--- config.mk ---
export PLATFORM = sky130hd
export DESIGN_NAME = bbm_ctrl
export DESIGN_NICKNAME = d
export VERILOG_FILES = /design/src/rtl/bbm_pkg.sv /design/src/rtl/bbm_ctrl.sv
export SDC_FILE = /design/constraint.sdc
export NUM_CORES = 1
export LEC_CHECK = 0
export BUFFER_PORTS_ARGS = -buffer_cell sky130_fd_sc_hd__buf_2
export CAP_MARGIN = 5
export CORE_MARGIN = 3
export CORE_UTILIZATION = 25
export CTS_CLUSTER_SIZE = 12
export DETAILED_ROUTE_END_ITERATION = 7
export PLACE_DENSITY = 0.5
export SLEW_MARGIN = 20
export SYNTH_ARGS = -nofsm -noshare
export SYNTH_HDL_FRONTEND = slang
export SYNTH_SLANG_ARGS = --single-unit
--- constraint.sdc ---
create_clock -name clk -period 3.34 [get_ports clk]
set_input_delay 0 -clock clk [delete_from_list [all_inputs] [get_ports clk]]
set_output_delay 0 -clock clk [all_outputs]
set_load 0.02 [all_outputs]
--- src/rtl/bbm_pkg.sv ---
// Package: shared types and constants for bounding box merge clustering.
package bbm_pkg;

  localparam int MaxBoxes = 32;
  localparam int IdxW = $clog2(MaxBoxes);
  localparam int CntW = $clog2(MaxBoxes + 1);
  localparam int CoordW = 12;
  localparam int ExtW = 13;

  localparam logic [0:0] RegDist = 1'b0;
  localparam logic [0:0] RegMilli = 1'b1;

  typedef struct packed {
    logic [CoordW-1:0] x;
    logic [CoordW-1:0] y;
    logic [ExtW-1:0] w;
    logic [ExtW-1:0] h;
  } rect_t;

  typedef enum logic [3:0] {
    ST_LOAD,
    ST_COPY,
    ST_SORT_RD,
    ST_SORT_CMP,
    ST_PAIR_RD,
    ST_PAIR_EVAL,
    ST_SHIFT,
    ST_PASS_END,
    ST_OUT_RD,
    ST_OUT_WAIT
  } state_t;

  typedef struct packed {
    logic store_wr;
    logic copy;
    logic sort_load;
    logic sort_shift;
    logic sort_place;
    logic pair_load;
    logic unite;
    logic shift_down;
    logic out_load;
    logic [IdxW-1:0] addr_a;
    logic [IdxW-1:0] addr_b;
    logic by_y;
  } dp_cmd_t;

  typedef struct packed {
    logic key_gt;
    logic match;
  } dp_stat_t;

endpackage

--- src/rtl/bbm_ctrl.sv ---
// Controller: load, sort, pairwise merge and output sequencing.
module bbm_ctrl
  import bbm_pkg::*;
(
  input  logic clk,
  input  logic rst,
  input  logic in_fire,
  input  logic in_lastbit,
  input  logic out_free,
  input  dp_stat_t stat,
  output dp_cmd_t cmd,
  output logic [CntW-1:0] count,
  output logic in_rdy,
  output logic out_set,
  output logic out_lastbit,
  output logic ovf
);

  state_t state, state_next;
  logic [CntW-1:0] n, i, j, k;
  logic [CntW-1:0] n_next, i_next, j_next, k_next;
  logic by_y, changed, round_chg;
  logic by_y_next, changed_next, round_chg_next;
  logic [CntW-1:0] count_next;
  logic ovf_next;

  always_ff @(posedge clk) begin
    if (rst) begin
      state <= ST_LOAD;
      count <= '0;
      ovf <= 1'b0;
      n <= '0; i <= '0; j <= '0; k <= '0;
      by_y <= 1'b0; changed <= 1'b0; round_chg <= 1'b0;
    end else begin
      state <= state_next;
      count <= count_next;
      ovf <= ovf_next;
      n <= n_next; i <= i_next; j <= j_next; k <= k_next;
      by_y <= by_y_next; changed <= changed_next; round_chg <= round_chg_next;
    end
  end

  always_comb begin
    state_next = state;
    count_next = count; ovf_next = ovf;
    n_next = n; i_next = i; j_next = j; k_next = k;
    by_y_next = by_y; changed_next = changed; round_chg_next = round_chg;
    case (state)
      ST_LOAD: begin
        if (in_fire) begin
          if (count < CntW'(MaxBoxes)) count_next = count + 1'b1;
          else ovf_next = 1'b1;
          if (in_lastbit) begin
            n_next = (count < CntW'(MaxBoxes)) ? count + 1'b1 : count;
            i_next = '0;
            k_next = '0;
            state_next = ST_COPY;
          end
        end
      end
      // copy address i trails read address k by the store_q register
      ST_COPY: begin
        if (k != n) k_next = k + 1'b1;
        if (k != '0) i_next = i + 1'b1;
        if ((k != '0 && i + 1'b1 == n) || n == '0) begin
          by_y_next = 1'b0; changed_next = 1'b0; round_chg_next = 1'b0;
          i_next = CntW'(1);
          state_next = ST_SORT_RD;
        end
      end
      ST_SORT_RD: begin
        if (i >= n) begin
          i_next = '0; j_next = CntW'(1);
          state_next = ST_PAIR_RD;
        end else begin
          k_next = i;
          state_next = ST_SORT_CMP;
        end
      end
      ST_SORT_CMP: begin
        if (k != '0 && stat.key_gt) k_next = k - 1'b1;
        else begin
          i_next = i + 1'b1;
          state_next = ST_SORT_RD;
        end
      end
      ST_PAIR_RD: begin
        if (i >= n) state_next = ST_PASS_END;
        else if (j >= n) begin
          i_next = i + 1'b1; j_next = i + 2'd2;
        end else state_next = ST_PAIR_EVAL;
      end
      ST_PAIR_EVAL: begin
        if (stat.match) begin
          changed_next = 1'b1;
          k_next = j;
          state_next = ST_SHIFT;
        end else begin
          j_next = j + 1'b1;
          state_next = ST_PAIR_RD;
        end
      end
      ST_SHIFT: begin
        if (k + 1'b1 >= n) begin
          n_next = n - 1'b1;
          j_next = i + 1'b1;
          state_next = ST_PAIR_RD;
        end else k_next = k + 1'b1;
      end
      ST_PASS_END: begin
        i_next = CntW'(1);
        if (!by_y) begin
          by_y_next = 1'b1;
          round_chg_next = changed;
          changed_next = 1'b0;
          state_next = ST_SORT_RD;
        end else if (changed || round_chg) begin
          by_y_next = 1'b0;
          changed_next = 1'b0;
          state_next = ST_SORT_RD;
        end else begin
          i_next = '0;
          state_next = ST_OUT_RD;
        end
      end
      ST_OUT_RD: begin
        if (i >= n) begin
          count_next = '0; ovf_next = 1'b0;
          state_next = ST_LOAD;
        end else if (out_free) state_next = ST_OUT_WAIT;
      end
      ST_OUT_WAIT: begin
        i_next = i + 1'b1;
        state_next = ST_OUT_RD;
      end
      default: state_next = ST_LOAD;
    endcase
  end

  always_comb begin
    cmd = '0;
    cmd.by_y = by_y;
    in_rdy = 1'b0;
    out_set = 1'b0;
    out_lastbit = 1'b0;
    case (state)
      ST_LOAD: begin
        in_rdy = 1'b1;
        cmd.store_wr = in_fire && (count < CntW'(MaxBoxes));
      end
      ST_COPY: begin
        cmd.addr_a = k[IdxW-1:0];
        cmd.addr_b = i[IdxW-1:0];
        cmd.copy = (k != '0);
      end
      ST_SORT_RD: begin
        cmd.addr_a = i[IdxW-1:0];
        cmd.addr_b = IdxW'(i - 1'b1);
        cmd.sort_load = (i < n);
      end
      ST_SORT_CMP: begin
        // rb holds work[k-1]; shift it up or drop tmp at k
        cmd.addr_a = k[IdxW-1:0];
        cmd.addr_b = IdxW'(k - 2'd2);
        if (k != '0 && stat.key_gt) cmd.sort_shift = 1'b1;
        else cmd.sort_place = 1'b1;
      end
      ST_PAIR_RD: begin
        cmd.addr_a = i[IdxW-1:0];
        cmd.addr_b = j[IdxW-1:0];
        cmd.pair_load = 1'b1;
      end
      ST_PAIR_EVAL: begin
        cmd.addr_a = i[IdxW-1:0];
        cmd.unite = stat.match;
      end
      ST_SHIFT: begin
        cmd.addr_a = k[IdxW-1:0];
        cmd.addr_b = IdxW'(k + 1'b1);
        cmd.shift_down = (k + 1'b1 < n);
      end
      ST_OUT_RD: begin
        cmd.addr_a = i[IdxW-1:0];
        cmd.out_load = (i < n) && out_free;
        out_set = (i < n) && out_free;
        out_lastbit = (i + 1'b1 == n);
      end
      default: ;
    endcase
  end

endmodule

Word level (Yosys, flattened, before mapping):

Index checks and enable logic that the tools add are counted.

* equality and inequality tests: 32
* mux-type cells: 72
* reduce and logical (&&, ||, !) cells: 28
* $add $sub $neg: 9
* $lt $le $gt $ge: 6

Operators with widths (count)
* $mux 6: 23
* $mux 4: 11
* $pmux 6 s7: 1
* $pmux 4 s10: 1
* $pmux 6 s6: 1
* $ne 2x2->1 const B: 17
* $pmux 5 s5: 1
* $add 6x1->6 const B: 4
* $pmux 6 s2: 2
* $pmux 6 s4: 1
* $mux 1: 23
* $ge 6x6->1: 3
* $eq 4x3->1 const B: 4
* $reduce_and 8->1: 2
* $lt 6x6->1: 2
* $ne 3x3->1 const B: 4
* $reduce_and 4->1: 3
* $reduce_bool 6->1: 2
* $sub 6x1->6 const B: 2
* $pmux 5 s2: 1
* $eq 4x2->1 const B: 2
* $eq 4x4->1 const B: 2
* $reduce_and 7->1: 1
* $reduce_bool 7->1: 1
* other kinds (23): 33

* output and inout bits: 30
* bits in registers: 38

Logic depth before layout (Yosys ltp):

Gate-level depths: netlist (run 1).

* word-level depth: 6
* depth in mapped cells: 12
* depth with buffers taken out: 11

Worst setup path before layout (run 1):

OpenSTA, ideal clock, no wires.

* kind: register to register
* start point: reg k[1]
* end point: reg state[2]
* data arrival time: 2.501 ns
* slack: 0.740 ns
* clock period less this slack: 2.600 ns
* buffers on the path: 0
* stages on the path, launching flop included: 12
* data required time: 3.240 ns
* cells stage by stage: dfxtp_1 ha_1 nand3_1 xnor2_1 inv_1 ha_1 o21ai_0 o21bai_1 a211o_1 o311a_4 and3_4 a2111oi_4

* cells in the longest elaborated chain, start to end: 5

RTL lines
* start, declared: RTL line bbm_ctrl.sv:20 `logic [CntW-1:0] n, i, j, k;`
* start signal, assigned: RTL line bbm_ctrl.sv:38 `n <= n_next; i <= i_next; j <= j_next; k <= k_next;`
* parallel branches: the longest is 4 deep, another holds $add 6x1->6
* $reduce_and 7->1 (no line) *
* end signal, assigned: RTL line bbm_ctrl.sv:35 `state <= state_next;`
* end, declared: RTL line bbm_ctrl.sv:19 `state_t state, state_next;`

Mark *: on every way between the ends.
A chain may end at the register's enable or synchronous reset.

Worst setup path after layout (run 1):

* start point: reg k[1]
* end point: reg j[3]

* cells in the longest elaborated chain, start to end: 4

RTL lines
* $add 6x1->6: RTL line bbm_ctrl.sv:104 `if (k + 1'b1 >= n) begin`
* $ge 6x6->1: RTL line bbm_ctrl.sv:104
* $ne 2x2->1 (no line)
* $reduce_and 6->1 (no line)
* end signal, assigned: RTL line bbm_ctrl.sv:38
* end, declared: RTL line bbm_ctrl.sv:20

Every way passes these cells.

==> results of run 1 <==
[sequential cells by signal (all words and copies together), names as in the netlist]
signal / count
k: 6
ovf: 1
changed: 1
state: 4
n: 6
i: 6
count: 6
round_chg: 1
by_y: 1
j: 6
[stage by stage]
| step | util (%) | setup WS [ps] |
|---|---|---|
| final | 29.0 | 288 |
| after global placement | 28.1 | 423 |
| after global routing | 29.0 | 33.6 |
| after CTS | 29.0 | 254 |
| after floorplan | - | 740 |
| after detailed placement | 28.1 | 276 |
[layer usage]
metal,track usage [%],vias up,share of wire (%)
li1,-,2039,-
met2,27.2,203,46
met1,23.5,2046,44
met5,0,-,0
met3,1.99,42,6.4
met4,8.20,0,4.0
[area by class of cell]
class	count	area, um^2	area share (%)
Tap cell	216	270	5.83
Clock inverter	1	5.00	0.108
Multi-Input combinational cell	427	3030	65.2
Timing Repair Buffer	57	338	7.28
Clock buffer	7	143	3.07
Sequential cell	38	761	16.4
Inverter	26	97.6	2.10
[critical path: cells and delay by family, from the launching register on]
| family | cells | cell delay [ps] |
|---|---|---|
| compound gates | 4 | 830 |
| simple gates | 3 | 680 |
| fa+ha+maj | 2 | 580 |
| flops | 1 | 490 |
| xor+xnor | 1 | 290 |
| buf+inv | 1 | 80 |
[cells by family after synthesis]
logic type                 after synthesis
AOI/OAI and AO/OA                      174
xor gates and xnor gates                30
adders and majority gates               33
buffers and inverters                   66
DFF                                     38
muxes                                    2
and+or+nand+nor                        188
[cells in the mapped netlist (3+ instances only)]
| master | instances | share of area, % |
|---|---|---|
| nor3_1 | 8 | 0.98 |
| nand3_1 | 24 | 2.9 |
| buf_4 | 4 | 0.73 |
| o21bai_1 | 3 | 0.55 |
| o221ai_1 | 5 | 1.1 |
| dfxtp_1 | 38 | 19 |
| xor2_1 | 12 | 2.6 |
| clkbuf_1 | 18 | 1.6 |
| nand2b_1 | 10 | 1.5 |
| and3_1 | 4 | 0.61 |
| buf_2 | 10 | 1.2 |
| nand4_1 | 7 | 1.1 |
| nand2_1 | 46 | 4.2 |
| or3_1 | 3 | 0.46 |
| nor3b_1 | 4 | 0.73 |
| a21oi_1 | 30 | 3.7 |
| o311ai_0 | 7 | 1.5 |
| a211oi_1 | 8 | 1.5 |
| nor2b_1 | 5 | 0.76 |
| o31ai_1 | 5 | 0.91 |
| a221oi_1 | 4 | 0.85 |
| ha_1 | 33 | 10 |
| a22oi_1 | 11 | 2.0 |
| inv_1 | 24 | 2.2 |
| a31oi_1 | 5 | 0.76 |
| nor2_1 | 44 | 4.0 |
| nor4_1 | 5 | 0.76 |
| a222oi_1 | 4 | 0.98 |
| o21a_1 | 3 | 0.55 |
| xnor2_1 | 18 | 3.8 |
| buf_6 | 6 | 1.6 |
| o211ai_1 | 10 | 1.8 |
| o21ai_0 | 30 | 3.7 |
| o22ai_1 | 8 | 1.2 |
| a21o_1 | 8 | 1.5 |
| o311ai_1 | 4 | 0.85 |
[worst min path at each step]
stage,from,slack (ps),endpoint
after floorplan,stat[1],130,cmd[15]
after global placement,stat[1],290,cmd[15]
after detailed placement,stat[1],320,cmd[15]
after CTS,stat[0],160,changed$_SDFFE_PP0P_
after global routing,stat[0],180,changed$_SDFFE_PP0P_
final,stat[0],150,changed$_SDFFE_PP0P_
[power by group through the flow]
stage	clock, mW	combinational (mW)	sequential, mW
3_5_place_dp	0	1.82	0.649
2_1_floorplan	0	1.38	0.582
6_report	0.506	1.85	0.643
4_1_cts	0.511	1.83	0.640
5_1_grt	0.528	2.00	0.653
3_3_place_gp	0	1.82	0.647
[repair_timing]
action                     4_1_cts  5_1_grt
setup endpoints to repair        0        6
gates resized for setup          0        1
buffers inserted                 0        0
==> results.txt, run 1 <==
Die span in x = 134 um
End point of the critical path = j[3]$_SDFFE_PP0P_
Initial antenna violation count = 0
IO Pins = 37
Clock power share = 16.9%
CTS tree = done
Vias in the first global route = 4053
Hold Vio Cnt, Final = 0
Critical Path RT = 3540 ps
# clock sinks = 38
CTS root buffer = clkbuf_16
Final wirelength = 15800 um
GRT overflow = 0
Fill cell count = 1771
Mux cell area share after synthesis = 0.518%
Number of remaining DRC errors = 0
WL/cell = 20.4 um
Slowest-stage cell, CP = dfxtp_1
Syn. warnings = 0
Hold path cells = 4
Pins Over Slew Limit = 0
DRT Pass-1 Iters = 5
Critical Path Most Common Cell = ha_1
P&R area growth vs syn = 13.0%
EDFF count, synth = 0
Largest net degree at the start of global routing = 36
Total track usage = 17.3%
Post-Syn Area = 0.00411 mm^2
Worst hold slack = 153 ps
Critical Path Sink Type = register
Setup_tns = 0 ps
Leakage power total = 1.75 nW
Worst Reg-to-Reg Cells = 11
Later-pin clock latency in the skew report = 300 ps
Synth cell types = 82
Final Net Count = 595
Final Cell Area = 0.00464 mm^2
Worst-case clock buffer depth = 2
Sequential Power Share = 21.4%
Number of synthesized register bits = 38
Ys async rst share = 0%
Crit share post-route = 91.4%
Die H = 134 um
Clock-pin slew on the worst setup and hold paths = 70 ps
# hold bufs at CTS = 0
Commonest cells after routing, fill and taps aside = nand2_1 (46), nor2_1 (44), dfxtp_1 (38)
Final cell count without fillers = 772
Max frequency = 328 MHz
Post-synthesis xor/xnor area fraction = 6.40%
RR Endpoint = j[3]$_SDFFE_PP0P_
Initial core utilization = 25.7%
Syn nets = 571
Maxcap violations = 0
Total CTS buffers = 5
Placeable Area = 0.0160 mm^2
Max IR drop VDD = 0.219 mV
Max stage delay on crit path = 490 ps
Data arrival, critical path = 3250 ps
# placed instances = 764
Total power = 3.00 mW
Compound-gate portion of the synthesized area = 31.7%
Routed via count = 4330
RSZ-0062 raised after global routing = false
Combinational power share = 61.7%
Sequential area share after synthesis = 18.5%
PortBufs = 36
Max-slew headroom = 45.0%
Outcome = complete, no violations
Share of layout cells above drive strength 1 = 17.3%
Worst Hold Class = in2reg
Crit-path max FO = 7
Post-Synthesis Cells = 531
Switching power = 1.54 mW
DRT antenna net count = 0
Worst Skew = 10.2 ps
Initial DRC count = 433
DP Area = 0.00449 mm^2
Largest family of logic cells by synthesized area = compound AO/OA/AOI/OAI gates
Post-Synth Adder-Cell Area = 10.1%
Simple-Gate Fraction of Synth Area = 24.9%
DP Wirelength = 12100 um
Std cell rows = 46
R2r setup slk = 290 ps
Die area = 0.0180 mm^2
Inserted Diodes = 0
Critical path cell sequence = ha_1 > nand3_1 > xnor2_1 > inv_1 > ha_1 > o21ai_0 > o21bai_1 > a211o_2 > nand2_1 > or3_1 > o31ai_1
Minimum clock period = 3050 ps
Most used DFF post-synth = dfxtp_1
Worst Tran Pin Value = 826 ps
P per Cell Area = 647 mW/mm^2
Via density = 5.61
Global placement routability congestion = 0.887
Crit start category = register
Final setup violation count = 0
Reg-to-Reg Start = k[1]$_SDFFE_PP0P_
Crit Path Category = reg2reg
H-tree levels = 2
Sw frac = 51.3%
Critical path startpoint = k[1]$_SDFFE_PP0P_
Post-Syn Area per Cell = 7.73 um^2
Global-route wire length before repair = 24100 um
Most common cell after layout, fill and taps aside = nand2_1
Int Power = 1.46 mW
Power figures use the tool's default switching activity.
==> inputs of run 2 (changes only) <==
clock period = 3.5 ns   (was 3.34 ns; I/O delays follow)
==> results.txt, run 2 (synthesis gave the netlist of run 1 again) <==
Outcome = complete, no violations
Std cell rows = 46 (unchanged)
Crit-path max FO = 7 (unchanged)
Switching power = 1.46 mW (-5.2%)
GRT overflow = 0 (unchanged)
Maxcap violations = 0 (unchanged)
Initial antenna violation count = 1 (+1)
Worst Skew = 11.2 ps (+0.933 ps)
Crit start category = register
Final cell count without fillers = 769 (-0.39%)
Setup_tns = 0 ps (unchanged)
WL/cell = 19.9 um (-2.5%)
Post-CTS sizing = 0 (unchanged)
CTS tree = done
# hold bufs at CTS = 0 (unchanged)
Sequential Power Share = 20.9% (-0.5 points)
DRT antenna net count = 0 (unchanged)
Global placement routability congestion = 0.887 (about the same)
PortBufs = 36 (unchanged)
Max-slew headroom = 42.1% (-2.8 points)
Setup Buffers After CTS = 0 (unchanged)
Multi-input logic area = 0.00302 mm^2 (about the same)
Initial core utilization = 25.7% (unchanged)
# clock sinks = 38 (unchanged)
Clock-pin slew on the worst setup and hold paths = 60 ps (about the same)
DRT Pass-1 Iters = 5 (unchanged)
Crit share post-route = 90.2% (-1.1 points)
Vias in the first global route = 4199 (+3.6%)
Crit Path Category = reg2reg
Share of layout cells above drive strength 1 = 17.0% (-0.27 points)
Worst-case clock buffer depth = 2 (unchanged)
Reg-to-Reg Start = k[1]$_SDFFE_PP0P_
Most common cell after layout, fill and taps aside = nand2_1
Pre-CTS setup slack = 381 ps (+105 ps)
H-tree levels = 2 (unchanged)
Final Cell Area = 0.00464 mm^2 (unchanged)
# placed instances = 761 (-0.39%)
DP Area = 0.00447 mm^2 (-0.50%)
RSZ-0062 raised after global routing = false
Critical Path Sink Type = register
Worst Reg-to-Reg Cells = 11 (unchanged)
IO Pins = 37 (unchanged)
Placeable Area = 0.0160 mm^2 (unchanged)
Fill cell count = 1770 (-0.056%)
P per Cell Area = 625 mW/mm^2 (-3.4%)
Final WS setup = 342 ps (+53.8 ps)
Max IR drop VDD = 0.206 mV (-5.9%)
HP Start = in_fire
Max frequency = 317 MHz (-3.4%)
Global-route wire length before repair = 24000 um (-0.26%)
Die H = 134 um (unchanged)
CTS root buffer = clkbuf_16
Hold EP = count[5]$_SDFFE_PP0P_
Int Power = 1.44 mW (-1.5%)
Worst Hold Class = in2reg
Sw frac = 50.4% (-0.94 points)
Total power = 2.90 mW (-3.4%)
Pins Over Slew Limit = 0 (unchanged)
Via density = 5.68 (+1.2%)
Initial DRC count = 423 (-2.3%)
Leakage power total = 1.73 nW (-0.80%)
Die area = 0.0180 mm^2 (unchanged)
Critical Path RT = 3700 ps (+160 ps)
DP Wirelength = 11500 um (-4.2%)
Inserted Diodes = 0 (unchanged)
Total CTS buffers = 5 (unchanged)
RR Endpoint = j[2]$_SDFFE_PP0P_
R2r setup slk = 340 ps (+50 ps)
Later-pin clock latency in the skew report = 300 ps (about the same)
Die span in x = 134 um (unchanged)
Total track usage = 16.9% (-0.39 points)
Combinational power share = 60.3% (-1.4 points)
Final Net Count = 592 (-0.50%)
Routed via count = 4367 (+0.85%)
Minimum clock period = 3160 ps (+106 ps)
Data arrival, critical path = 3360 ps (+110 ps)
Hold Vio Cnt, Final = 0 (unchanged)
Number of remaining DRC errors = 0 (unchanged)
Worst Tran Pin Value = 868 ps (+42.5 ps)
Storage cell area = 762 um^2 (+0.16%)
Hold path cells = 5 (+1)
Clock power share = 18.8% (+1.9 points)
P&R area growth vs syn = 13.0% (unchanged)
Final wirelength = 15300 um (-2.9%)
Commonest cells after routing, fill and taps aside = nand2_1 (46), nor2_1 (44), dfxtp_1 (37)
Final setup violation count = 0 (unchanged)
Largest net degree at the start of global routing = 36 (unchanged)
run 2: cell types whose count changed in the layout (fill, tap and decap cells not counted), sizes merged:
cell and change:
buf -3, clkinv -1, clkinvlp +2, clkbuf -2
bufinv +1
run 2: cell type report:
class                      count  area share, %
multi-input combinational    427           65.2
clock inverter                 3          0.971
tap                          216           5.83
sequential                    38           16.4
timing repair buffer          54           6.80
clock buffer                   5           2.70
inverter                      26           2.10
run 2: worst max-delay path by stage:
stage	startpoint	to	slack, ps	cells after the start
final	k[1]$_SDFFE_PP0P_	j[2]$_SDFFE_PP0P_	340	11
after global routing	k[1]$_SDFFE_PP0P_	j[2]$_SDFFE_PP0P_	80	11
after CTS	k[0]$_SDFFE_PP0P_	j[2]$_SDFFE_PP0P_	340	11
after detailed placement	k[0]$_SDFFE_PP0P_	j[5]$_SDFFE_PP0P_	380	11
after global placement	k[0]$_SDFFE_PP0P_	j[0]$_SDFFE_PP0P_	470	11
after floorplan	k[1]$_SDFFE_PP0P_	state[2]$_SDFFE_PP0P_	900	11
run 2: worst max-delay path: stages (launching register included):
cell and delay (ps):
dfxtp_1 510, ha_1 290, nand3_1 110, xnor2_1 300, inv_1 80, ha_1 290
o21ai_0 70, o21bai_1 240, a211o_1 320, nand2_1 140, or3_1 450, o31ai_1 270
run 2: per-layer routing:
metal / global-route usage (%) / up-vias / part of all wire, %
li1: - / 2027 / -
met1: 22.2 / 2069 / 41
met2: 27.0 / 215 / 46
met3: 2.85 / 54 / 8.0
met4: 8.03 / 2 / 4.6
met5: 0 / - / 0.046
run 2: power by group through the flow:
stage / Combinational [mW] / Sequential [mW] / Clock [mW]
CTS: 1.72 / 0.600 / 0.547
floorplan: 1.32 / 0.555 / 0
finish: 1.75 / 0.605 / 0.546
global placement: 1.71 / 0.608 / 0
detailed placement: 1.71 / 0.610 / 0
global route: 1.91 / 0.613 / 0.568
run 2: metrics by stage:
step | hold WS [ps] | utilization, %
floorplan | 129 | -
global placement | 291 | 27.9
detailed placement | 321 | 27.9
CTS | 148 | 29.0
global route | 194 | 29.0
finish | 147 | 29.0
==> inputs of run 3 (changes only) <==
PLACE_DENSITY = 0.52   (was 0.5)
==> results.txt, run 3 (synthesis gave the netlist of run 1 again) <==
DP Wirelength = 11800 um (+1.9%)
Worst Hold Class = in2reg
Worst-case clock buffer depth = 2 (unchanged)
# hold bufs at CTS = 0 (unchanged)
Total CTS buffers = 5 (unchanged)
Commonest cells after routing, fill and taps aside = nand2_1 (46), nor2_1 (44), dfxtp_1 (38)
Clock-pin slew on the worst setup and hold paths = 60 ps (about the same)
Final setup violation count = 0 (unchanged)
Routed length on met2 = 7000 um (-0.86%)
Routed via count = 4346 (-0.48%)
Max stage delay on crit path = 580 ps (+70 ps)
Total track usage = 16.9% (about the same)
Fill cell count = 1766 (-0.23%)
Hold Vio Cnt, Final = 0 (unchanged)
Initial DRC count = 447 (+5.7%)
Max IR drop VDD = 0.202 mV (-1.9%)
Later-pin clock latency in the skew report = 300 ps (about the same)
P per Cell Area = 626 mW/mm^2 (+0.22%)
Worst hold slack = 141 ps (-5.81 ps)
Met1 WL = 6660 um (+5.4%)
DRT antenna net count = 0 (unchanged)
Inserted Diodes = 0 (unchanged)
Via density = 5.64 (-0.74%)
Largest net degree at the start of global routing = 36 (unchanged)
Crit share post-route = 94.0% (+3.8 points)
H-tree levels = 2 (unchanged)
Global placement routability congestion = 0.866 (-2.5%)
Initial core utilization = 25.7% (unchanged)
Minimum clock period = 3290 ps (+133 ps)
Data arrival, critical path = 3490 ps (+130 ps)
Placeable Area = 0.0160 mm^2 (unchanged)
Crit-path max FO = 11 (+4)
Maxcap violations = 0 (unchanged)
Critical Path RT = 3700 ps (about the same)
Global-route wire length before repair = 23900 um (-0.52%)
RSZ-0062 raised after global routing = false
Number of remaining DRC errors = 0 (unchanged)
Crit Path Category = reg2reg
Critical Path Sink Type = register
Critical path cell sequence = ha_1 > nand3_1 > xnor2_1 > inv_1 > ha_1 > o21ai_0 > o21bai_1 > a211o_1 > nand2_1 > or3_1 > a211oi_1
WL/cell = 20.1 um (+1.1%)
Setup_tns = 0 ps (unchanged)
GRT overflow = 0 (unchanged)
Critical Path Most Common Cell = ha_1
Pins Over Slew Limit = 0 (unchanged)
Max-slew headroom = 40.4% (-1.7 points)
Setup Buffers After CTS = 0 (unchanged)
Crit start category = register
PortBufs = 36 (unchanged)
# clock sinks = 38 (unchanged)
Max layer used = met4
Most common cell after layout, fill and taps aside = nand2_1
Leakage power total = 1.74 nW (+0.48%)
CTS tree = done
Worst Tran Pin Value = 894 ps (+26.2 ps)
Met3 Routed Length = 1090 um (-11%)
IO Pins = 37 (unchanged)
Initial antenna violation count = 0 (-1)
Post-CTS sizing = 0 (unchanged)
Die area = 0.0180 mm^2 (unchanged)
DRT Pass-1 Iters = 6 (+1)
Vias in the first global route = 4218 (+0.45%)
Max frequency = 304 MHz (-4.1%)
Outcome = complete, no violations
Die H = 134 um (unchanged)
Slowest-stage cell, CP = dfxtp_1
Std cell rows = 46 (unchanged)
Final wirelength = 15500 um (+1.3%)
Share of layout cells above drive strength 1 = 17.1% (+0.12 points)
CTS root buffer = clkbuf_16
Worst Skew = 7.64 ps (-3.53 ps)
Die span in x = 134 um (unchanged)
Final Net Count = 594 (+0.34%)
P&R area growth vs syn = 13.3%
[run 3: cell types whose count changed in the layout (fill, tap and decap cells not counted)]
cell,before,now
dfxtp_2,1,0
dfxtp_1,37,38
buf_4,18,20
[run 3: stage by stage]
stage | power [mW] | std cells | setup slack (ps) | area (um^2) | utilization, %
finish | 2.91 | 771 | 208 | 4650 | 29.1
global route | 3.10 | 771 | 56.3 | 4650 | 29.1
CTS | 2.89 | 771 | 292 | 4650 | 29.1
detailed placement | 2.34 | 763 | 307 | 4480 | 28.0
global placement | 2.34 | 763 | 481 | 4480 | 28.0
floorplan | 1.88 | 531 | 900 | 4110 | -
[run 3: worst paths after layout]
kind | from | endpoint | slack [ps] | depth (start not counted)
min reg2reg | changed$_SDFFE_PP0P_ | changed$_SDFFE_PP0P_ | 530 | 2
min | in_fire | count[5]$_SDFFE_PP0P_ | 140 | 5
max | k[0]$_SDFFE_PP0P_ | j[1]$_SDFFE_PP0P_ | 210 | 11
max reg2reg | k[0]$_SDFFE_PP0P_ | j[1]$_SDFFE_PP0P_ | 210 | 11
[run 3: report_power, final]
group	internal, mW	switching, mW	total, mW
clock network	0.337	0.212	0.549
registers	0.488	0.136	0.624
logic	0.624	1.12	1.74
total	1.45	1.47	2.91
[run 3: layout make-up]
cell class / count / area [um^2] / area share [%]
Clock inverter: 3 / 45.0 / 0.968
Multi-Input combinational cell: 427 / 3020 / 65.0
Inverter: 26 / 97.6 / 2.10
Sequential cell: 38 / 761 / 16.3
Tap cell: 216 / 270 / 5.81
Timing Repair Buffer: 56 / 330 / 7.10
Clock buffer: 5 / 125 / 2.69
[run 3: worst max-delay path: cells and delay by family (launching register included)]
| kind | cells | cell delay, ps |
|---|---|---|
| buffers and inverters | 1 | 90 |
| xor gates and xnor gates | 1 | 300 |
| and+or+nand+nor | 3 | 690 |
| AOI/OAI and AO/OA | 4 | 890 |
| adders and majority gates | 2 | 620 |
| DFF | 1 | 580 |
[run 3: metal layers]
layer,track usage [%],vias to the layer above
met5,0,-
met4,9.45,0
met3,1.76,46
met2,26.7,211
met1,22.5,2050
li1,-,2039
